### config.mk
export PLATFORM = sky130hd
export DESIGN_NAME = motor_command_frame_receiver_flat
export DESIGN_NICKNAME = d
export VERILOG_FILES = /design/src/rtl/core/mcfr_pkg.sv /design/src/rtl/core/mcfr_ifs.sv /design/src/rtl/core/mcfr_cfg_regs.sv /design/src/rtl/core/mcfr_frame_engine.sv /design/src/rtl/core/motor_command_frame_receiver.sv /design/src/flat_wrapper.sv
export VERILOG_INCLUDE_DIRS = /design/src /design/src/rtl/core
export SDC_FILE = /design/constraint.sdc
export NUM_CORES = 1
export LEC_CHECK = 0
export BUFFER_PORTS_ARGS = -buffer_cell sky130_fd_sc_hd__buf_4
export CAP_MARGIN = 20
export CORE_ASPECT_RATIO = 2
export CORE_UTILIZATION = 40
export CTS_CLUSTER_SIZE = 20
export DETAILED_ROUTE_END_ITERATION = 6
export HOLD_SLACK_MARGIN = 0.05
export PLACE_DENSITY = 0.56
export SLEW_MARGIN = 15
export SYNTH_ARGS = -nofsm -noshare
export SYNTH_HDL_FRONTEND = slang
export SYNTH_SLANG_ARGS = --single-unit
export TNS_END_PERCENT = 10
### constraint.sdc
create_clock -name clk -period 8.5 [get_ports clk]
set_input_delay 0.425 -clock clk [delete_from_list [all_inputs] [get_ports clk]]
set_output_delay 0.425 -clock clk [all_outputs]
set_load 0.05 [all_outputs]
### src/rtl/core/motor_command_frame_receiver_assert.svh
// Assertion macros for the motor command frame receiver.
// Depends on nothing; included by the top level only.
`ifndef MOTOR_COMMAND_FRAME_RECEIVER_ASSERT_SVH
`define MOTOR_COMMAND_FRAME_RECEIVER_ASSERT_SVH

// Same-cycle implication, checked outside reset.
`define MCFR_ASSERT_NOW(label, clk, rst, cond, expr) \
  label: assert property (@(posedge clk) disable iff (rst) (cond) |-> (expr)) \
    else $error("mcfr assertion failed");

// Next-cycle implication, checked outside reset.
`define MCFR_ASSERT_NEXT(label, clk, rst, cond, expr) \
  label: assert property (@(posedge clk) disable iff (rst) (cond) |=> (expr)) \
    else $error("mcfr assertion failed");

`endif

### src/rtl/core/mcfr_pkg.sv
// Shared types and constants for the motor command frame receiver.
// No dependencies; used by the interfaces and all modules.
`default_nettype none

package mcfr_pkg;

  localparam int unsigned MODE_W      = 3;
  localparam int unsigned BYTE_W      = 8;
  localparam int unsigned SPEED_W     = 7;
  localparam int unsigned ERR_W       = 2;
  localparam int unsigned SEL_W       = 2;
  localparam int unsigned CFG_INDEX_W = 3;

  // Link event kinds
  localparam logic [MODE_W-1:0] MODE_ADDR_GOOD = 3'd0;
  localparam logic [MODE_W-1:0] MODE_ADDR_BAD  = 3'd1;
  localparam logic [MODE_W-1:0] MODE_EOF       = 3'd2;
  localparam logic [MODE_W-1:0] MODE_IGNORE    = 3'd3;
  localparam logic [MODE_W-1:0] MODE_ERROR     = 3'd4;
  localparam logic [MODE_W-1:0] MODE_DATA      = 3'd5;

  // Reply kinds and error codes
  localparam logic REPLY_STATUS = 1'b0;
  localparam logic REPLY_ERROR  = 1'b1;

  localparam logic [ERR_W-1:0] ERR_MISSING_DATA = 2'd0;
  localparam logic [ERR_W-1:0] ERR_BAD_DATA     = 2'd1;
  localparam logic [ERR_W-1:0] ERR_MISSING_EOF  = 2'd2;

  // Register indexes
  localparam logic [CFG_INDEX_W-1:0] REG_NODE_ADDRESS = 3'd0;
  localparam logic [CFG_INDEX_W-1:0] REG_FORWARD_CODE = 3'd1;
  localparam logic [CFG_INDEX_W-1:0] REG_REVERSE_CODE = 3'd2;
  localparam logic [CFG_INDEX_W-1:0] REG_COAST_CODE   = 3'd3;
  localparam logic [CFG_INDEX_W-1:0] REG_STATUS_CODE  = 3'd4;

  // Slot marker, speed bound and reset values
  localparam logic [BYTE_W-1:0]  EMPTY_MARK  = 8'd150;
  localparam logic [BYTE_W-1:0]  SPEED_LIMIT = 8'd100;
  localparam logic [SPEED_W-1:0] SPEED_COAST = 7'd1;

  typedef enum logic [2:0] {
    PH_IDLE = 3'b001,
    PH_DATA = 3'b010,
    PH_EOF  = 3'b100
  } phase_t;

  typedef enum logic [SEL_W-1:0] {
    DIR_COAST = 2'd0,
    DIR_FWD   = 2'd1,
    DIR_REV   = 2'd2
  } dir_t;

  typedef struct packed {
    logic [BYTE_W-1:0] node_address;
    logic [BYTE_W-1:0] forward_code;
    logic [BYTE_W-1:0] reverse_code;
    logic [BYTE_W-1:0] coast_code;
    logic [BYTE_W-1:0] status_code;
  } cfg_t;

  typedef struct packed {
    logic               reply_kind;
    logic [ERR_W-1:0]   error_code;
    logic [BYTE_W-1:0]  reply_address;
    logic [BYTE_W-1:0]  reply_check;
    logic [BYTE_W-1:0]  reply_direction;
    logic [SPEED_W-1:0] reply_speed;
    logic [SEL_W-1:0]   drive_select;
    logic [SPEED_W-1:0] drive_duty;
    logic               direction_switched;
  } result_t;

endpackage

`default_nettype wire

### src/rtl/core/mcfr_ifs.sv
// Valid/ready channel interfaces: link events, replies and register writes.
// Depends on mcfr_pkg.
`default_nettype none

interface mcfr_event_if;
  logic                        valid;
  logic                        ready;
  logic [mcfr_pkg::MODE_W-1:0] mode;
  logic [mcfr_pkg::BYTE_W-1:0] data_byte;
  modport source (output valid, mode, data_byte, input ready);
  modport sink (input valid, mode, data_byte, output ready);
endinterface

interface mcfr_reply_if;
  logic                         valid;
  logic                         ready;
  logic                         reply_kind;
  logic [mcfr_pkg::ERR_W-1:0]   error_code;
  logic [mcfr_pkg::BYTE_W-1:0]  reply_address;
  logic [mcfr_pkg::BYTE_W-1:0]  reply_check;
  logic [mcfr_pkg::BYTE_W-1:0]  reply_direction;
  logic [mcfr_pkg::SPEED_W-1:0] reply_speed;
  logic [mcfr_pkg::SEL_W-1:0]   drive_select;
  logic [mcfr_pkg::SPEED_W-1:0] drive_duty;
  logic                         direction_switched;
  modport source (output valid, reply_kind, error_code, reply_address, reply_check,
                  reply_direction, reply_speed, drive_select, drive_duty,
                  direction_switched, input ready);
  modport sink (input valid, reply_kind, error_code, reply_address, reply_check,
                reply_direction, reply_speed, drive_select, drive_duty,
                direction_switched, output ready);
endinterface

interface mcfr_cfg_if;
  logic                             valid;
  logic                             ready;
  logic [mcfr_pkg::CFG_INDEX_W-1:0] index;
  logic [mcfr_pkg::BYTE_W-1:0]      data;
  modport source (output valid, index, data, input ready);
  modport sink (input valid, index, data, output ready);
endinterface

`default_nettype wire

### src/rtl/core/mcfr_cfg_regs.sv
// Configuration register file: node address and the four command codes.
// Depends on mcfr_pkg.
`default_nettype none

module mcfr_cfg_regs (
  input  wire logic                             clk,
  input  wire logic                             rst,
  input  wire logic                             wr_en,
  input  wire logic [mcfr_pkg::CFG_INDEX_W-1:0] wr_index,
  input  wire logic [mcfr_pkg::BYTE_W-1:0]      wr_data,
  output mcfr_pkg::cfg_t                        cfg
);

  // Register writes; unknown indexes are dropped
  always_ff @(posedge clk) begin
    if (rst) begin
      cfg.node_address <= 8'd1;
      cfg.forward_code <= 8'd1;
      cfg.reverse_code <= 8'd2;
      cfg.coast_code   <= 8'd0;
      cfg.status_code  <= 8'd4;
    end else if (wr_en) begin
      unique case (wr_index)
        mcfr_pkg::REG_NODE_ADDRESS: cfg.node_address <= wr_data;
        mcfr_pkg::REG_FORWARD_CODE: cfg.forward_code <= wr_data;
        mcfr_pkg::REG_REVERSE_CODE: cfg.reverse_code <= wr_data;
        mcfr_pkg::REG_COAST_CODE:   cfg.coast_code   <= wr_data;
        mcfr_pkg::REG_STATUS_CODE:  cfg.status_code  <= wr_data;
        default: ;
      endcase
    end
  end

endmodule

`default_nettype wire

### src/rtl/core/mcfr_frame_engine.sv
// Frame receive state, drive state and reply builder; one item per advance.
// Depends on mcfr_pkg.
`default_nettype none

module mcfr_frame_engine (
  input  wire logic                        clk,
  input  wire logic                        rst,
  input  wire logic                        adv,
  input  wire logic [mcfr_pkg::MODE_W-1:0] mode,
  input  wire logic [mcfr_pkg::BYTE_W-1:0] data_byte,
  input  wire mcfr_pkg::cfg_t              cfg,
  output logic                             emit,
  output mcfr_pkg::result_t                res
);

  mcfr_pkg::phase_t             phase, phase_next;
  logic [mcfr_pkg::BYTE_W-1:0]  pending_command, pending_command_next;
  logic [mcfr_pkg::BYTE_W-1:0]  pending_speed, pending_speed_next;
  logic [mcfr_pkg::BYTE_W-1:0]  pending_check, pending_check_next;
  mcfr_pkg::dir_t               drive_direction, drive_direction_next;
  logic [mcfr_pkg::SPEED_W-1:0] drive_speed, drive_speed_next;

  logic                         send_err, send_stat, switched;
  logic [mcfr_pkg::ERR_W-1:0]   err_code;
  logic                         hit_fwd, hit_rev, hit_coast, hit_status, frame_ok;
  logic [mcfr_pkg::BYTE_W-1:0]  dir_code;

  // Command decode and frame check on the collected bytes
  assign hit_fwd    = (pending_command == cfg.forward_code);
  assign hit_rev    = (pending_command == cfg.reverse_code);
  assign hit_coast  = (pending_command == cfg.coast_code);
  assign hit_status = (pending_command == cfg.status_code);
  assign frame_ok   = (pending_speed != '0) && (pending_speed < mcfr_pkg::SPEED_LIMIT) &&
                      (pending_check == (pending_command ^ pending_speed));

  // Receive sequencer
  always_comb begin
    phase_next           = phase;
    pending_command_next = pending_command;
    pending_speed_next   = pending_speed;
    pending_check_next   = pending_check;
    drive_direction_next = drive_direction;
    drive_speed_next     = drive_speed;
    send_err             = 1'b0;
    send_stat            = 1'b0;
    switched             = 1'b0;
    err_code             = mcfr_pkg::ERR_MISSING_DATA;
    unique case (phase)
      mcfr_pkg::PH_DATA: begin
        if (mode != mcfr_pkg::MODE_DATA) begin
          send_err = 1'b1;
          err_code = mcfr_pkg::ERR_MISSING_DATA;
        end else if (pending_command == mcfr_pkg::EMPTY_MARK) begin
          pending_command_next = data_byte;
        end else if (pending_speed == mcfr_pkg::EMPTY_MARK) begin
          pending_speed_next = data_byte;
        end else begin
          pending_check_next = data_byte;
          phase_next         = mcfr_pkg::PH_EOF;
        end
      end
      mcfr_pkg::PH_EOF: begin
        if (mode != mcfr_pkg::MODE_EOF) begin
          send_err = 1'b1;
          err_code = mcfr_pkg::ERR_MISSING_EOF;
        end else if (hit_fwd || hit_rev || hit_coast) begin
          if (frame_ok) begin
            // forward beats reverse, reverse beats coast
            if (hit_fwd) begin
              drive_direction_next = mcfr_pkg::DIR_FWD;
            end else if (hit_rev) begin
              drive_direction_next = mcfr_pkg::DIR_REV;
            end else begin
              drive_direction_next = mcfr_pkg::DIR_COAST;
            end
            drive_speed_next = (drive_direction_next == mcfr_pkg::DIR_COAST) ?
                               mcfr_pkg::SPEED_COAST :
                               pending_speed[mcfr_pkg::SPEED_W-1:0];
            switched  = (drive_direction_next != drive_direction);
            send_stat = 1'b1;
          end else begin
            send_err = 1'b1;
            err_code = mcfr_pkg::ERR_BAD_DATA;
          end
        end else if (hit_status) begin
          send_stat = 1'b1;
        end else begin
          send_err = 1'b1;
          err_code = mcfr_pkg::ERR_BAD_DATA;
        end
      end
      default: begin
        // idle, and any stray phase code behaves as idle
        phase_next = (mode == mcfr_pkg::MODE_ADDR_GOOD) ? mcfr_pkg::PH_DATA :
                                                          mcfr_pkg::PH_IDLE;
      end
    endcase
    // every reply empties the slots and returns to idle
    if (send_err || send_stat) begin
      phase_next           = mcfr_pkg::PH_IDLE;
      pending_command_next = mcfr_pkg::EMPTY_MARK;
      pending_speed_next   = mcfr_pkg::EMPTY_MARK;
      pending_check_next   = '0;
    end
  end

  // Reply fields, built from the drive state after this item
  always_comb begin
    unique case (drive_direction_next)
      mcfr_pkg::DIR_FWD: dir_code = cfg.forward_code;
      mcfr_pkg::DIR_REV: dir_code = cfg.reverse_code;
      default:           dir_code = cfg.coast_code;
    endcase
    emit                   = send_err || send_stat;
    res.reply_kind         = send_err ? mcfr_pkg::REPLY_ERROR : mcfr_pkg::REPLY_STATUS;
    res.error_code         = send_err ? err_code : mcfr_pkg::ERR_MISSING_DATA;
    res.reply_address      = cfg.node_address;
    res.reply_check        = send_err ? '0 : pending_check;
    res.reply_direction    = send_err ? '0 : dir_code;
    res.reply_speed        = send_err ? '0 : drive_speed_next;
    res.drive_select       = drive_direction_next;
    res.drive_duty         = (drive_direction_next == mcfr_pkg::DIR_COAST) ? '0 :
                             drive_speed_next;
    res.direction_switched = switched;
  end

  // State registers
  always_ff @(posedge clk) begin
    if (rst) begin
      phase           <= mcfr_pkg::PH_IDLE;
      pending_command <= mcfr_pkg::EMPTY_MARK;
      pending_speed   <= mcfr_pkg::EMPTY_MARK;
      pending_check   <= '0;
      drive_direction <= mcfr_pkg::DIR_COAST;
      drive_speed     <= mcfr_pkg::SPEED_COAST;
    end else if (adv) begin
      phase           <= phase_next;
      pending_command <= pending_command_next;
      pending_speed   <= pending_speed_next;
      pending_check   <= pending_check_next;
      drive_direction <= drive_direction_next;
      drive_speed     <= drive_speed_next;
    end
  end

endmodule

`default_nettype wire

### src/rtl/core/motor_command_frame_receiver.sv
// Top level of the motor command frame receiver: input register, frame
// engine, reply register and configuration registers. Depends on mcfr_pkg,
// the channel interfaces in mcfr_ifs.sv and the assertion macro header.
//
//   channel   role    payload
//   events    sink    mode, data_byte
//   replies   source  reply_kind .. direction_switched (nine fields)
//   cfg       sink    index, data (register write, always ready)
//
// One item per cycle while the reply register is not stalled. An accepted item
// is held in the input register, is decoded against the frame state and, if it
// ends a frame, lands in the reply register, which drives reply valid.
// Synchronous active-high reset clears the frame and drive state and loads
// the register defaults. A stalled reply holds the engine; the input register
// keeps taking items while it is free or draining.
`default_nettype none
`include "motor_command_frame_receiver_assert.svh"

module motor_command_frame_receiver (
  input wire logic     clk,
  input wire logic     rst,
  mcfr_event_if.sink   events,
  mcfr_reply_if.source replies,
  mcfr_cfg_if.sink     cfg
);

  logic                        inq_valid;
  logic [mcfr_pkg::MODE_W-1:0] inq_mode;
  logic [mcfr_pkg::BYTE_W-1:0] inq_byte;
  logic                        res_valid;
  mcfr_pkg::result_t           res_q;
  mcfr_pkg::result_t           res;
  logic                        emit;
  logic                        adv;
  mcfr_pkg::cfg_t              cfg_q;

  // Engine advances when the reply register can take whatever it produces
  assign adv          = inq_valid && (!res_valid || replies.ready);
  assign events.ready = !inq_valid || adv;
  assign cfg.ready    = 1'b1;

  mcfr_cfg_regs u_cfg (
    .clk      (clk),
    .rst      (rst),
    .wr_en    (cfg.valid && cfg.ready),
    .wr_index (cfg.index),
    .wr_data  (cfg.data),
    .cfg      (cfg_q)
  );

  mcfr_frame_engine u_engine (
    .clk       (clk),
    .rst       (rst),
    .adv       (adv),
    .mode      (inq_mode),
    .data_byte (inq_byte),
    .cfg       (cfg_q),
    .emit      (emit),
    .res       (res)
  );

  // Input register
  always_ff @(posedge clk) begin
    if (rst) begin
      inq_valid <= 1'b0;
    end else if (events.ready) begin
      inq_valid <= events.valid;
    end
  end

  always_ff @(posedge clk) begin
    if (events.valid && events.ready) begin
      inq_mode <= events.mode;
      inq_byte <= events.data_byte;
    end
  end

  // Reply register
  always_ff @(posedge clk) begin
    if (rst) begin
      res_valid <= 1'b0;
    end else if (adv) begin
      res_valid <= emit;
    end else if (replies.ready) begin
      res_valid <= 1'b0;
    end
  end

  always_ff @(posedge clk) begin
    if (adv && emit) begin
      res_q <= res;
    end
  end

  assign replies.valid              = res_valid;
  assign replies.reply_kind         = res_q.reply_kind;
  assign replies.error_code         = res_q.error_code;
  assign replies.reply_address      = res_q.reply_address;
  assign replies.reply_check        = res_q.reply_check;
  assign replies.reply_direction    = res_q.reply_direction;
  assign replies.reply_speed        = res_q.reply_speed;
  assign replies.drive_select       = res_q.drive_select;
  assign replies.drive_duty         = res_q.drive_duty;
  assign replies.direction_switched = res_q.direction_switched;

  // Checks
  `MCFR_ASSERT_NOW(a_error_fields, clk, rst,
    replies.valid && (replies.reply_kind == mcfr_pkg::REPLY_ERROR),
    (replies.reply_check == '0) && (replies.reply_speed == '0) &&
    !replies.direction_switched)
  `MCFR_ASSERT_NOW(a_coast_no_duty, clk, rst,
    replies.valid && (replies.drive_select == mcfr_pkg::DIR_COAST),
    replies.drive_duty == '0)
  `MCFR_ASSERT_NOW(a_status_code, clk, rst,
    replies.valid && (replies.reply_kind == mcfr_pkg::REPLY_STATUS),
    (replies.error_code == mcfr_pkg::ERR_MISSING_DATA) && (replies.reply_speed != '0))
  `MCFR_ASSERT_NEXT(a_stall_holds_item, clk, rst,
    inq_valid && !adv,
    inq_valid && $stable(inq_mode) && $stable(inq_byte))

endmodule

`default_nettype wire

### src/flat_wrapper.sv
// flat-port wrapper written by rule: the top's interface ports become plain ports
module motor_command_frame_receiver_flat 
  (clk, rst, events_valid, events_mode, events_data_byte, events_ready, replies_valid, replies_reply_kind, replies_error_code, replies_reply_address, replies_reply_check, replies_reply_direction, replies_reply_speed, replies_drive_select, replies_drive_duty, replies_direction_switched, replies_ready, cfg_valid, cfg_index, cfg_data, cfg_ready);
  mcfr_event_if events_i ();
  mcfr_reply_if replies_i ();
  mcfr_cfg_if cfg_i ();
  input wire logic clk;
  input wire logic rst;
  input wire logic [$bits(events_i.valid)-1:0] events_valid;
  input wire logic [$bits(events_i.mode)-1:0] events_mode;
  input wire logic [$bits(events_i.data_byte)-1:0] events_data_byte;
  output wire logic [$bits(events_i.ready)-1:0] events_ready;
  output wire logic [$bits(replies_i.valid)-1:0] replies_valid;
  output wire logic [$bits(replies_i.reply_kind)-1:0] replies_reply_kind;
  output wire logic [$bits(replies_i.error_code)-1:0] replies_error_code;
  output wire logic [$bits(replies_i.reply_address)-1:0] replies_reply_address;
  output wire logic [$bits(replies_i.reply_check)-1:0] replies_reply_check;
  output wire logic [$bits(replies_i.reply_direction)-1:0] replies_reply_direction;
  output wire logic [$bits(replies_i.reply_speed)-1:0] replies_reply_speed;
  output wire logic [$bits(replies_i.drive_select)-1:0] replies_drive_select;
  output wire logic [$bits(replies_i.drive_duty)-1:0] replies_drive_duty;
  output wire logic [$bits(replies_i.direction_switched)-1:0] replies_direction_switched;
  input wire logic [$bits(replies_i.ready)-1:0] replies_ready;
  input wire logic [$bits(cfg_i.valid)-1:0] cfg_valid;
  input wire logic [$bits(cfg_i.index)-1:0] cfg_index;
  input wire logic [$bits(cfg_i.data)-1:0] cfg_data;
  output wire logic [$bits(cfg_i.ready)-1:0] cfg_ready;
  assign events_i.valid = events_valid;
  assign events_i.mode = events_mode;
  assign events_i.data_byte = events_data_byte;
  assign events_ready = events_i.ready;
  assign replies_valid = replies_i.valid;
  assign replies_reply_kind = replies_i.reply_kind;
  assign replies_error_code = replies_i.error_code;
  assign replies_reply_address = replies_i.reply_address;
  assign replies_reply_check = replies_i.reply_check;
  assign replies_reply_direction = replies_i.reply_direction;
  assign replies_reply_speed = replies_i.reply_speed;
  assign replies_drive_select = replies_i.drive_select;
  assign replies_drive_duty = replies_i.drive_duty;
  assign replies_direction_switched = replies_i.direction_switched;
  assign replies_i.ready = replies_ready;
  assign cfg_i.valid = cfg_valid;
  assign cfg_i.index = cfg_index;
  assign cfg_i.data = cfg_data;
  assign cfg_ready = cfg_i.ready;
  motor_command_frame_receiver u_core (.clk(clk), .rst(rst), .events(events_i), .replies(replies_i), .cfg(cfg_i));
endmodule
# == Yosys cells after proc, flatten, opt, wreduce, memory -nomap -nowiden ==
# Index checks and enable logic that the tools add are counted.
# W data, S select, Z words.
# word_totals
ff_bits,133
in_bits,27
wordCells,143
# op_classes
order_cmp,1
eq_ne,25
muxes,54
bitwise,5
n_reduce_logical,33
# op_table
operator,n
$mux W8,14
$eq A8 B8 Y1,5
$mux W7,5
$mux W2,13
$eq A8 B8 Y1 const B,2
$pmux W8 S2,1
$mux W1,15
$reduce_and A5 Y1,3
$mux W3,4
$ne A3 B2 Y1 const B,4
$reduce_and A2 Y1,6
$eq A3 B2 Y1 const B,3
$lt A8 B7 Y1 const B,1
$ne A2 B1 Y1 const B,4
$reduce_bool A2 Y1,4
$reduce_bool A8 Y1,1
$xor A8 B8 Y8,1
$eq A3 B3 Y1 const B,2
$logic_not A3 Y1,2
$pmux W3 S2,1
$logic_and A1 B1 Y1,5
$logic_or A1 B1 Y1,5
$logic_not A2 Y1,2
$not A1 Y1,4
10 further kinds,11

# == Logic depth before layout (Yosys ltp) ==
# Gate-level depths: netlist of run 1.
# logic_depth
word_depth,13
ltp_mapped,12
mapped_depth_nobuf,9

# == Hierarchy ==
# Synthesis of run 1 repeated with hierarchy kept, for this count alone.
# unflattened
hier_cells,570
hier_area_um2,6204.7
# by_module_without_submodules
module,instances,cells_per_inst,area_each_um2,seq_area_each_um2
mcfr_frame_engine,1,353,2808.9,720.7
motor_command_frame_receiver,1,68,1765.4,1691.6
mcfr_cfg_regs,1,149,1630.3,800.8

# == Worst setup path after synthesis of run 1 ==
# OpenSTA, ideal clock, no wires.
# synth_timing
path_type,reg2reg
start,register u_core.u_engine.pending_command[0] (netlist name)
end,"register u_core.res_q, in the netlist u_core.replies.reply_direction[5] (data pin)"
arrival_time_ps,2852
path_slack_ps,5481
stages_incl_launch_ff,13
synth_period_minus_slack_ps,3019
path_cell_list,dfxtp_1 -> buf_6 -> xor3_1 -> nor4_4 -> nand4_2 -> a31o_2 -> buf_2 -> a21oi_1 -> ha_1 -> buf_1 -> clkbuf_1 -> nor2_1 -> a211oi_1
# synth_between
elab_chain_len,13
elab_cells_between_ends,27
cone_classes,eq/ne (7); mux (16); bitwise (1); reduce/logical (3)
# synth_rtl
element,line_no,text
"start, declared",mcfr_frame_engine.sv:17,"logic [mcfr_pkg::BYTE_W-1:0] pending_command, pending_command_next;"
"start signal, assigned",mcfr_frame_engine.sv:131,pending_command <= mcfr_pkg::EMPTY_MARK;
"start signal, assigned",mcfr_frame_engine.sv:138,pending_command <= pending_command_next;
$eq A8 B8 Y1,mcfr_frame_engine.sv:30,assign hit_rev = (pending_command == cfg.reverse_code);
$mux W2,mcfr_frame_engine.sv:71,end else if (hit_rev) begin
$mux W2,mcfr_frame_engine.sv:69,if (hit_fwd) begin
$mux W2,mcfr_frame_engine.sv:67,if (frame_ok) begin
$mux W2,mcfr_frame_engine.sv:66,end else if (hit_fwd || hit_rev || hit_coast) begin
$mux W2,mcfr_frame_engine.sv:63,if (mode != mcfr_pkg::MODE_EOF) begin
$mux W2,mcfr_frame_engine.sv:48,unique case (phase)
$mux W2,mcfr_frame_engine.sv:67,
$mux W2,mcfr_frame_engine.sv:66,
$mux W2,mcfr_frame_engine.sv:63,
$mux W2,mcfr_frame_engine.sv:48,
$eq A2 B2 Y1 or $eq A2 B1 Y1 (tied branches),mcfr_frame_engine.sv:109,unique case (drive_direction_next)
$pmux W8 S2,mcfr_frame_engine.sv:109,
"end signal, assigned",motor_command_frame_receiver.sv:91,res_q <= res;
"end, declared",motor_command_frame_receiver.sv:31,mcfr_pkg::result_t res_q;
# Several ways; a longest one is shown, not always the timed one. The select of a mux whose other input is x is not followed.
# A chain may end at the register's enable or synchronous reset.

# == Worst setup path in the final report of run 1 ==
# layout_timing
start,register u_core.u_engine.pending_command[1] (netlist name)
end,"register u_core.res_q, in the netlist u_core.replies.reply_direction[1] (data pin)"
# The elaborated chain is that of the path after synthesis.

==> results of run 1 <==
-- path summary, 6_finish.rpt --
kind	startpoint	end	slack, ns	cells past startpoint
max	u_core.u_engine.pending_command[1]$_SDFFE_PP1P_	u_core.replies.reply_direction[1]$_SDFFCE_PN0P_	5.29	8
min	events_mode[1]	u_core.inq_mode[1]$_DFFE_PP_	0.19	1
max reg2reg	u_core.u_engine.pending_command[1]$_SDFFE_PP1P_	u_core.replies.reply_direction[1]$_SDFFCE_PN0P_	5.29	8
min reg2reg	u_core.u_cfg.cfg[35]$_SDFFE_PP0P_	u_core.replies.reply_address[3]$_DFFE_PP_	0.44	0
-- cell usage in the layout, fill, tap and decap left out, drive strengths merged, types with 7 or more instances in the layout --
cell type,netlist,final
a211oi,9,9
nand3,11,11
a22oi,15,15
and2,10,10
dfxtp,78,78
nand2b,11,11
o21ai,9,9
buf,17,75
xor2,33,33
inv,7,10
a21oi,50,50
clkinv,0,7
edfxtp,55,55
nor2b,11,11
nor2,39,39
a22o,13,13
nor4,10,10
nand3b,7,7
clkbuf,15,21
nand2,93,93
-- layer usage --
layer	up-vias	routed length, um	track usage
li1	2134	-	-
met1	2110	5190	0.200
met2	110	8820	0.404
met3	34	434	0.0300
met4	0	707	0.125
met5	-	0	0
-- final cells by class --
class                           instances  share of cell area
Sequential cell                       133               0.455
Multi-Input combinational cell        392               0.350
Timing Repair Buffer                   75              0.0797
Clock buffer                           21              0.0668
Tap cell                              192              0.0340
Clock inverter                         11              0.0105
Inverter                                7             0.00372
-- power by group through the flow --
stage	clock network (mW)	logic, mW	registers, mW
6_report	0.672	0.0512	0.683
5_1_grt	0.709	0.0558	0.683
4_1_cts	0.679	0.0517	0.682
3_5_place_dp	0	0.0515	0.696
3_3_place_gp	0	0.0506	0.696
2_1_floorplan	0	0.0292	0.693
-- stage by stage --
step                cells  power (mW)
floorplan             564       0.722
global placement      799       0.747
detailed placement    799       0.748
CTS                   831        1.41
global route          831        1.45
finish                831        1.41
-- registers in the layout (all words and copies together) (netlist names), 2 cells and up --
| signal | count |
|---|---|
| u_core.replies.error_code | 2 |
| u_core.u_cfg.cfg | 40 |
| u_core.replies.drive_duty | 7 |
| u_core.replies.reply_speed | 7 |
| u_core.u_engine.drive_direction | 2 |
| u_core.replies.drive_select | 2 |
| u_core.u_engine.drive_speed | 7 |
| u_core.u_engine.phase | 3 |
| u_core.u_engine.pending_command | 8 |
| u_core.replies.reply_check | 8 |
| u_core.inq_mode | 3 |
| u_core.u_engine.pending_check | 8 |
| u_core.replies.reply_address | 8 |
| u_core.inq_byte | 8 |
| u_core.u_engine.pending_speed | 8 |
| u_core.replies.reply_direction | 8 |
-- cells by family after synthesis --
| group | count (synthesis) |
|---|---|
| mux | 7 |
| flops | 133 |
| buf+inv | 39 |
| simple gates | 220 |
| other cells | 1 |
| xor+xnor | 40 |
| compound gates | 121 |
| fa+ha+maj | 3 |
-- worst max-delay path: cells and delay by family (launching register included) --
family / cells / cell delay, ns
compound gates: 3 / 0.90
xor+xnor: 1 / 0.54
fa+ha+maj: 1 / 0.47
flops: 1 / 0.60
simple gates: 3 / 0.50
==> results_dict.tcl, run 1 <==
set metrics [dict create \
    wl_per_cell_um 18.2 \
    final_nets 656 \
    fp.coreArea_um2 14400 \
    rows 62 \
    dp_slack_ns 5.27 \
    track_usage 0.210 \
    ys_warn_count 0 \
    yosysSeqAreaShare 0.548 \
    grt_pass1_vias 4379 \
    drv_slew 0 \
    ys_ff_latch 133 \
    hold_violations 0 \
    drt_pre_antenna_iters 5 \
    ant_nets 0 \
    htree_levels 4 \
    cp-start-kind "flop" \
    switchingPower_uw 315 \
    cts_root_buf "clkbuf_16" \
    regArea_um2 3210 \
    die-area_um2 15200 \
    cts-resized-gates 0 \
    yosysUniqueCellTypes 55 \
    overflow 0 \
    synth_nets 594 \
    skew_ns 0.0118 \
    max_slew_margin 0.330 \
    syn_inst 564 \
    synth.most_common_cell "nand2_1" \
    grt_max_degree 74 \
    post-route-util 0.492 \
    wirelength_um 15200 \
    grt_antenna_before_repair 0 \
    powerDensity_nw_per_um2 199 \
    cp_slowest_stage_delay_ns 0.60 \
    n_fill_cell 1317 \
    comb_power_share 0.036 \
    async_reset_ff_frac 0 \
    cts_buffers 17 \
    hold_ws_ns 0.191 \
    synth_top_cell_area_share 0.282 \
    clk_pin_slew_ns 0.06 \
    diodes 0 \
    ys.flop_type "dfxtp_1" \
    synth_edf_count 55 \
    switching_share 0.224 \
    status "finished, final reports clean" \
    vias_per_cell 5.28 \
    crit_path_end_kind "flop" \
    synth_top_area_cell "edfxtp_1" \
    synth_top_family_by_area "simple AND/OR/NAND/NOR gates" \
    grt_pass1_wl_um 23400 \
    syn_area_per_cell_um2 10.4 \
    cts_tree "done" \
    cts_sinks 133 \
    io_buffers 72 \
    postCtsSetupBuffers 0 \
    setup_tns_ns 0 \
    io_pins 74 \
    die-height_um 173 \
    hpwl_um 11400 \
    finalSetupViolations 0 \
    cts_buffer_depth 2 \
    required_ns 8.72 \
    synthMuxAreaShare 0.0122 \
    synth_xor_area_frac 0.0768 \
    period_share 0.378 \
    hold_buffers 0 \
    fin_crit_ns 3.21 \
    area_growth_pct 20.4 \
    path_cells "xor3_1 > nor4_4 > nand4_2 > a31o_2 > a21oi_1 > ha_1 > nor2_1 > a211oi_1" \
    cp.arrival_ns 3.43 \
    p_leak_nw 2.71 \
    pwr-share-clk 0.478 \
    ir_drop_mv 0.139 \
    place_congestion 0.872 \
    place_area_um2 6520 \
    die_x_um 87.6 \
    initialDrtViolationCount 204 \
    multi_input_area_um2 2470 \
    synth.area.top_cells "edfxtp_1 (28%), dfxtp_1 (27%), nand2_1 (6.0%)" \
    crit_type "flop to flop" \
    stdcell_area_um2 7060 \
    synth-adder-area-share 0.00640 \
    clock_latency_ns 0.42 \
    synth_compound_area_frac 0.141 \
    worst_slack_ns 5.29 \
    hold_class "input port to flop" \
    drive_above_1_share 0.180 \
    start_util 0.409 \
    synthSimpleGateAreaFrac 0.185 \
    synth_area_um2 5870 \
    route.detailed.drc 0 \
    cpMaxStageDelayCell "dfxtp_1" \
    critPathMaxFanout 16 \
    max_freq_ghz 0.312 \
    maxCapViolCount 0 \
    rsz0062_at_grt "no" \
    synth_common_cells "nand2_1 (93), dfxtp_1 (78), edfxtp_1 (55)" \
    num_vias 4388 \
    p_int_mw 1.09 \
    seqPwrFrac 0.486 \
    worstMarginPinSlew_ns 1.01 \
]
Note: power is estimated with default switching activity, not from simulation.
==> inputs of run 2 (changes only) <==
clock period = 3.2 ns   (was 8.5 ns; I/O delays follow)
==> run 2 against run 1 <==
Effect of this change: sequential power rose to 2.7 times the previous value; clock skew decreased by 0.0040 ns; total power rose to 2.9 times the previous value; highest routed layer unchanged; largest cell class unchanged; register-to-register slack worse by 5.0 ns; hold slack got worse by 0.11 ns; via count increased by 3.1%.
==> results_dict.tcl, run 2 (synthesis gave the netlist of run 1 again) <==
set metrics [dict create \
    status "finished, final reports clean" \
    critPathMaxFanout 9 \
    r2r_cells 10 \
    htree_levels 4 \
    cts_sinks 133 \
    hold_violations 0 \
    hold_class "input port to flop" \
    drt_pre_antenna_iters 4 \
    switching_share 0.205 \
    max_freq_ghz 0.345 \
    dp_slack_ns 0.338 \
    final_cell_mix "nand2_1 (93), buf_4 (86), dfxtp_1 (78)" \
    route.detailed.drc 0 \
    cts_buffer_depth 2 \
    die-height_um 173 \
    final_nets 688 \
    p_int_mw 3.27 \
    largest_register "u_core.u_cfg.cfg" \
    multi_input_area_um2 2470 \
    drv_slew 0 \
    pwr-share-clk 0.521 \
    crit_type "flop to flop" \
    path_cells "xor2_1 > nor4_1 > nand2_1 > buf_4 > nand2_1 > nand2_1 > a22oi_1 > ha_1 > a22oi_1 > a211oi_1" \
    cp-start-kind "flop" \
    fp.coreArea_um2 14400 \
    track_usage 0.220 \
    hold_ws_ns 0.0761 \
    worst_slack_ns 0.298 \
    path_depth 10 \
    worstMarginPinSlew_ns 0.942 \
    maxCapViolCount 0 \
    stdcell_area_um2 7480 \
    crit_family "simple AND/OR/NAND/NOR gates" \
    cts_tree "done" \
    ant_nets 0 \
    skew_ns 0.00780 \
    place_congestion 0.857 \
    layout_commonest_cell "nand2_1" \
    clock_latency_ns 0.42 \
    io_buffers 72 \
    regArea_um2 3210 \
    die-area_um2 15200 \
    p_leak_nw 2.92 \
    wl_per_cell_um 18.0 \
    period_share 0.907 \
    postCtsSetupBuffers 0 \
    min_path_cells 3 \
    finalSetupViolations 0 \
    largest_reg_flops 40 \
    switchingPower_uw 843 \
    cp_num_buf_inv 1 \
    crit_top_cell "nand2_1" \
    io_pins 74 \
    placed_cells 811 \
    cts-resized-gates 0 \
    setup_tns_ns 0 \
    area_growth_pct 27.5 \
    clk_pin_slew_ns 0.06 \
    vias_per_cell 5.24 \
    grt_pass1_vias 4594 \
    max_slew_margin 0.366 \
    cpMaxStageDelayCell "dfxtp_1" \
    wirelength_um 15500 \
    required_ns 3.43 \
    cp.arrival_ns 3.14 \
    post-route-util 0.521 \
    seqPwrFrac 0.441 \
    grt_max_degree 74 \
    initialDrtViolationCount 205 \
    power.total_mw 4.11 \
    cp_slowest_stage_delay_ns 0.59 \
    hold_buffers 20 \
    grt_antenna_before_repair 0 \
    num_vias 4526 \
    finalNonFillerCells 863 \
    comb_power_share 0.038 \
    start_util 0.409 \
    crit_path_end_kind "flop" \
    fin_crit_ns 2.90 \
    grt_pass1_wl_um 24300 \
    diodes 0 \
    rows 62 \
    place_area_um2 6620 \
    n_fill_cell 1302 \
    cts_buffers 17 \
    cts_root_buf "clkbuf_16" \
    drive_above_1_share 0.192 \
    die_x_um 87.6 \
    overflow 0 \
    ir_drop_mv 0.363 \
    powerDensity_nw_per_um2 550 \
    hpwl_um 11400 \
    rsz0062_at_grt "no" \
]
[run 2: path summary, 6_finish.rpt]
check | endpoint | slack (ns) | from
worst max-delay path | u_core.replies.reply_direction[7]$_SDFFCE_PN0P_ | 0.30 | u_core.u_engine.pending_command[3]$_SDFFE_PP0P_
worst min register to register | u_core.replies.reply_address[7]$_DFFE_PP_ | 0.43 | u_core.u_cfg.cfg[39]$_SDFFE_PP0P_
worst max register to register | u_core.replies.reply_direction[7]$_SDFFCE_PN0P_ | 0.30 | u_core.u_engine.pending_command[3]$_SDFFE_PP0P_
worst min-delay path | u_core.replies.valid$_SDFFE_PP0P_ | 0.08 | replies_ready
[run 2: power by group through the flow]
stage	Clock, mW	Combinational [mW]	Sequential (mW)
floorplan	0	0.0774	1.84
global placement	0	0.135	1.85
detailed placement	0	0.137	1.85
CTS	2.18	0.157	1.81
global route	2.24	0.170	1.82
finish	2.14	0.157	1.81
[run 2: layer usage]
layer  global-route usage  vias to the layer above  wire length, um
met5                    0                        -                0
met4                0.138                        0              857
met1                0.207                     2168             5370
met3               0.0405                       44              422
li1                     -                     2192                -
met2                0.414                      122             8880
[run 2: worst reg2reg max path: stages, from the launching register on]
cell and delay [ns]:
dfxtp_1 0.59, xor2_1 0.14, nor4_1 0.45, nand2_1 0.14, buf_4 0.19, nand2_1 0.07
nand2_1 0.07, a22oi_1 0.26, ha_1 0.40, a22oi_1 0.15, a211oi_1 0.27
[run 2: layout make-up]
type / instances / share of cell area
flip-flops and latches: 133 / 0.430
multi-input cells: 392 / 0.331
repair buffers: 107 / 0.116
clock buffers: 21 / 0.0657
well taps: 192 / 0.0321
clock inverters: 11 / 0.0226
inverters: 7 / 0.00351
